## src/hdl/qmc_pkg.sv

```systemverilog
package qmc_pkg;

  // Fixed-point format of every element.
  localparam int FRAC_BITS = 16;
  localparam int NS = 23;

  localparam logic [16:0] DET_TOL_RESET = 17'd64;
  localparam logic signed [20:0] ONE_Q = 21'sd1 <<< FRAC_BITS;
  localparam logic signed [39:0] ONE2_Q = 40'sd1 <<< (2 * FRAC_BITS);
  localparam logic signed [39:0] SAT_HI = 40'sd131071;
  localparam logic signed [39:0] SAT_LO = -40'sd131072;

  typedef enum logic [1:0] {
    ST_OK  = 2'd0,
    ST_REJ = 2'd1,
    ST_SAT = 2'd2
  } status_t;

  // Quaternion component that comes from the square root.
  typedef enum logic [1:0] {
    BIG_X = 2'd0,
    BIG_Y = 2'd1,
    BIG_Z = 2'd2,
    BIG_W = 2'd3
  } big_t;

  typedef struct packed {
    logic [35:0] v;
    logic [35:0] r;
  } sq_t;

  typedef struct packed {
    logic [36:0] rem;
    logic [17:0] q;
  } dv_t;

  typedef struct packed {
    logic [17:0] val;
    logic        flag;
  } sat_t;

  // Contents of one pipeline stage; fields are filled as the item advances.
  typedef struct {
    logic               mode;
    logic signed [17:0] e    [9];
    logic signed [35:0] p    [9];
    logic signed [35:0] dp   [6];
    logic signed [39:0] ent  [9];
    logic signed [36:0] mn   [3];
    logic signed [54:0] dt   [3];
    logic signed [20:0] arg;
    logic signed [19:0] n    [3];
    logic               nneg [3];
    logic [18:0]        nmag [3];
    big_t               big;
    logic               degen;
    logic               rej;
    logic               sat;
    sq_t                sq;
    logic [18:0]        d;
    dv_t                dv   [3];
    logic               ovf  [3];
    logic [17:0]        res  [9];
    status_t            status;
  } st_t;

  // Clamp to the 18-bit signed range.
  function automatic sat_t sat18(input logic signed [39:0] v);
    sat_t o;
    if (v > SAT_HI) begin
      o.val  = SAT_HI[17:0];
      o.flag = 1'b1;
    end else if (v < SAT_LO) begin
      o.val  = SAT_LO[17:0];
      o.flag = 1'b1;
    end else begin
      o.val  = v[17:0];
      o.flag = 1'b0;
    end
    return o;
  endfunction

  // Drop FRAC_BITS fraction bits, rounding half away from zero.
  function automatic logic signed [39:0] rshift_frac(input logic signed [39:0] v);
    logic [39:0] m;
    m = v[39] ? 40'(-v) : 40'(v);
    m = (m + (40'd1 << (FRAC_BITS - 1))) >> FRAC_BITS;
    return v[39] ? -$signed(m) : $signed(m);
  endfunction

  // One digit of the bitwise integer square root.
  function automatic sq_t sqrt_step(input sq_t a, input logic [35:0] b);
    sq_t         o;
    logic [35:0] t;
    t = a.r + b;
    if (a.v >= t) begin
      o.v = a.v - t;
      o.r = (a.r >> 1) + b;
    end else begin
      o.v = a.v;
      o.r = a.r >> 1;
    end
    return o;
  endfunction

  // One quotient bit of restoring division.
  function automatic dv_t div_step(input dv_t a, input logic [36:0] dsh);
    dv_t o;
    if (a.rem >= dsh) begin
      o.rem = a.rem - dsh;
      o.q   = {a.q[16:0], 1'b1};
    end else begin
      o.rem = a.rem;
      o.q   = {a.q[16:0], 1'b0};
    end
    return o;
  endfunction

endpackage

```

## src/hdl/qmc_pipe_ctl.sv

```systemverilog
module qmc_pipe_ctl (
  input  logic                   clk,
  input  logic                   rst_n,
  input  logic                   in_valid,
  input  logic                   out_ready,
  output logic                   in_ready,
  output logic                   out_valid,
  output logic [qmc_pkg::NS-1:0] en
);
  import qmc_pkg::*;

  logic [NS-1:0] v_r;
  logic [NS-1:0] v_nxt;

  // A stage loads when it is empty or its content moves on; bubbles collapse.
  assign en[NS-1] = !v_r[NS-1] || out_ready;
  for (genvar k = 0; k < NS - 1; k++) begin : g_en
    assign en[k] = !v_r[k] || en[k+1];
  end

  // Valid bits travel with the data.
  always_comb begin
    v_nxt = v_r;
    if (en[0]) begin
      v_nxt[0] = in_valid;
    end
    for (int k = 1; k < NS; k++) begin
      if (en[k]) begin
        v_nxt[k] = v_r[k-1];
      end
    end
  end

  always_ff @(posedge clk) begin
    if (!rst_n) begin
      v_r <= '0;
    end else begin
      v_r <= v_nxt;
    end
  end

  assign in_ready  = en[0];
  assign out_valid = v_r[NS-1];

  // Input is held off only when every stage holds an item.
  a_full_when_blocked: assert property (@(posedge clk) disable iff (!rst_n)
    !in_ready |-> &v_r)
    else $error("input blocked while a stage is empty");

  // Taking a result always frees the input side.
  a_take_frees_input: assert property (@(posedge clk) disable iff (!rst_n)
    (out_valid && out_ready) |-> in_ready)
    else $error("result taken but input not ready");

  // Items in flight change only by accepted and delivered transactions.
  a_conserve: assert property (@(posedge clk) disable iff (!rst_n)
    $past(rst_n) |-> ($countones(v_r) == $past($countones(v_r))
                      + int'($past(in_valid && in_ready))
                      - int'($past(out_valid && out_ready))))
    else $error("item lost or duplicated in pipeline");

endmodule

```

## config.mk

```make
export PLATFORM = sky130hd
export DESIGN_NAME = qmc_pipe_ctl
export DESIGN_NICKNAME = d
export VERILOG_FILES = /design/src/hdl/qmc_pkg.sv /design/src/hdl/qmc_pipe_ctl.sv
export SDC_FILE = /design/constraint.sdc
export NUM_CORES = 1
export LEC_CHECK = 0
export CAP_MARGIN = 20
export CELL_PAD_IN_SITES_DETAIL_PLACEMENT = 1
export CELL_PAD_IN_SITES_GLOBAL_PLACEMENT = 2
export CORE_MARGIN = 2
export CORE_UTILIZATION = 25
export CTS_BUF_LIST = sky130_fd_sc_hd__clkbuf_4
export CTS_CLUSTER_SIZE = 10
export DETAILED_ROUTE_END_ITERATION = 10
export DONT_BUFFER_PORTS = 1
export GPL_ROUTABILITY_DRIVEN = 0
export PLACE_DENSITY_LB_ADDON = 0.1
export SYNTH_ARGS = -nofsm -noshare
export SYNTH_HDL_FRONTEND = slang
export SYNTH_SLANG_ARGS = --single-unit
```

## constraint.sdc

```tcl
create_clock -name clk -period 4.5 [get_ports clk]
set_clock_uncertainty 0.15 [all_clocks]
set_input_delay 0.675 -clock clk [delete_from_list [all_inputs] [get_ports clk]]
set_output_delay 0.675 -clock clk [all_outputs]
set_load 0.01 [all_outputs]
```

==> results.ini <==
[status]
outcome = complete, no violations

[drt]
drtIter0Drc = 15
routed_via_density = 4.61
drc_errors = 0
wl_met2_mm = 1.01
wire_per_inst_um = 12.9
wl_met1_um = 892
wl_met3_um = 113
vias = 724
wirelength_mm = 2.03
dr.pass1.iters = 4
ant_nets = 0
top_layer_used = met4

[power_and_ir_drop]
peakVddDrop_mv = 0.123
power_leakage_nw = 0.335
seq_power_share_pct = 67.6
p_comb_share_pct = 1.1
power.net_switching_mw = 0.0634
switching_share_pct = 20.8
p_int_mw = 0.241
p_per_area_nw_per_um2 = 293
clock_power_share_pct = 31.2

[layout]
num_antenna_cells = 0
fill_cells = 448
final_net_count = 114
top_register = v_r
multiInputGateArea_um2 = 403
layout_commonest_cell = dfxtp_1
largest_reg_flops = 23
syn_to_final_growth_pct = 7.52
fin_cells = 157
drive_above_1_share_pct = 8.26
top_regs = v_r (23)
layout_common_cells = 23 x dfxtp_1, 21 x inv_1, 12 x a21boi_0
seq_area_um2 = 460

[synthesis]
ys_warn_count = 0
syn_nets = 112
synth_area_um2 = 965
synth-seq-cells = 23
synthDominantCellAreaShare_pct = 47.7
synthCells = 108
yosys-top-cells-area = dfxtp_1 48%, a21boi_0 9.3%, inv_1 8.2%
ys_types = 20
syn_area_per_cell_um2 = 8.93
yosysSeqAreaShare_pct = 47.7
yosysTopAreaCell = dfxtp_1

[sta]
period_share_pct = 55.8
final-setup-viol-count = 0
rsz0062_at_grt = false
tns_ps = 0
slew_viol_final = 0
hold_viol = 0
post-route-min-period_ps = 2510
setup_ws_ps = 1990
slew_headroom_pct = 74.4
max_freq_mhz = 398
worst_slew_pin_slew_ps = 382

[floorplan]
die_area_um2 = 4370
die_w_um = 66.1
rows = 22
start_util_pct = 26.2
pin_count = 29
die_h_um = 66.1
core_area_um2 = 3690

[clock_network]
root_buffer = clkbuf_4
cts_setup_buffers = 0
cts_inserted_buffers = 3
postCtsHoldBufs = 0
clock_sinks = 23
cts_tree = done
ctsResizeCount = 0
cts-htree-levels = 1
cts_buffer_depth = 2
insertion_delay_ps = 310
path_clk_slew_ps = 140

[worst_hold_path]
hp-class = in2reg

[global_routing]
grt_overflow = 0
first_global_vias = 755
grt_start_max_net_pins = 24
grt_pass1_wl_mm = 3.63
grt_antenna_before_repair = 0
track_usage_pct = 10.7

[setup_path]
worstPathArrival_ps = 1690
cp.required_ps = 3670
slowest_delay_ps = 430
worst_path_max_delay_cell = dfxtp_1
critPathMaxFanout = 4
path_common_cell = inv_1
cp-end-kind = primary output
path_class = reg2out
start_kind = register
crit_chain = nand4b_1 > nor2_1 > inv_1 > nor3_1 > inv_1

[run]
cap_violations = 0

[place]
placedCellCount = 153
place_ws_ps = 2000
port_buffers = 0
hpwlAfterDp_mm = 1.53

==> per-layer routing <==
| layer | up-vias | GRT usage (%) |
|---|---|---|
| li1 | 361 | - |
| met1 | 345 | 12.8 |
| met2 | 16 | 18.4 |
| met3 | 2 | 3.58 |
| met4 | 0 | 2.30 |
| met5 | - | 0 |
==> stage by stage <==
stage	power, mW	util (%)	hold slack, ps	area (um2)
floorplan	0.215	-	281	965
CTS	0.313	28.1	298	1040
detailed placement	0.214	27.4	303	1010
global route	0.319	28.1	287	1040
finish	0.304	28.1	318	1040
global placement	0.214	27.4	300	1010
==> cell usage after synthesis <==
cell type and instances:
a21boi_0 12, a21oi_1 3, and3_1 2, and3_2 1, and4_1 1, buf_4 2
clkbuf_1 2, dfxtp_1 23, inv_1 21, nand2_1 6, nand3_1 8, nand3_4 1
nand4_1 5, nand4b_1 1, nor2_1 3, nor2b_1 4, nor3_1 3, nor3_4 1
nor4_4 1, o21a_1 8
==> critical path: cells and delay by family (launching register included) <==
kind / cells / cell delay [ps]
simple gates: 3 / 690
buf+inv: 2 / 260
flops: 1 / 430
==> logic make-up after synthesis <==
group | synth area share, %
AO/OA/AOI/OAI | 17.1
flip-flops | 47.7
AND/OR/NAND/NOR | 24.6
buffers and inverters | 10.5
==> power by group through the flow <==
| stage | logic (mW) | registers (mW) | clock network [mW] |
|---|---|---|---|
| after floorplan | 0.00494 | 0.210 | 0 |
| after global placement | 0.00348 | 0.210 | 0 |
| after detailed placement | 0.00349 | 0.210 | 0 |
| after CTS | 0.00350 | 0.206 | 0.103 |
| after global routing | 0.00381 | 0.206 | 0.109 |
| final | 0.00342 | 0.206 | 0.0950 |
==> worst paths after layout <==
path	from	endpoint	slack [ps]	cells past startpoint
min reg2reg	v_r[3]	v_r[4]	320	2
max	v_r[22]	en[12]	1990	5
max reg2reg	v_r[13]	v_r[0]	2670	4
min	rst_n	v_r[19]	320	1
==> layout make-up <==
cell class | instances | area share (%)
flip-flops and latches | 23 | 44.4
multi-input cells | 60 | 38.8
inverters | 21 | 7.60
well taps | 48 | 5.79
clock buffers | 3 | 2.17
repair buffers | 1 | 0.724
clock inverters | 1 | 0.483
Power figures use the tool's default switching activity.
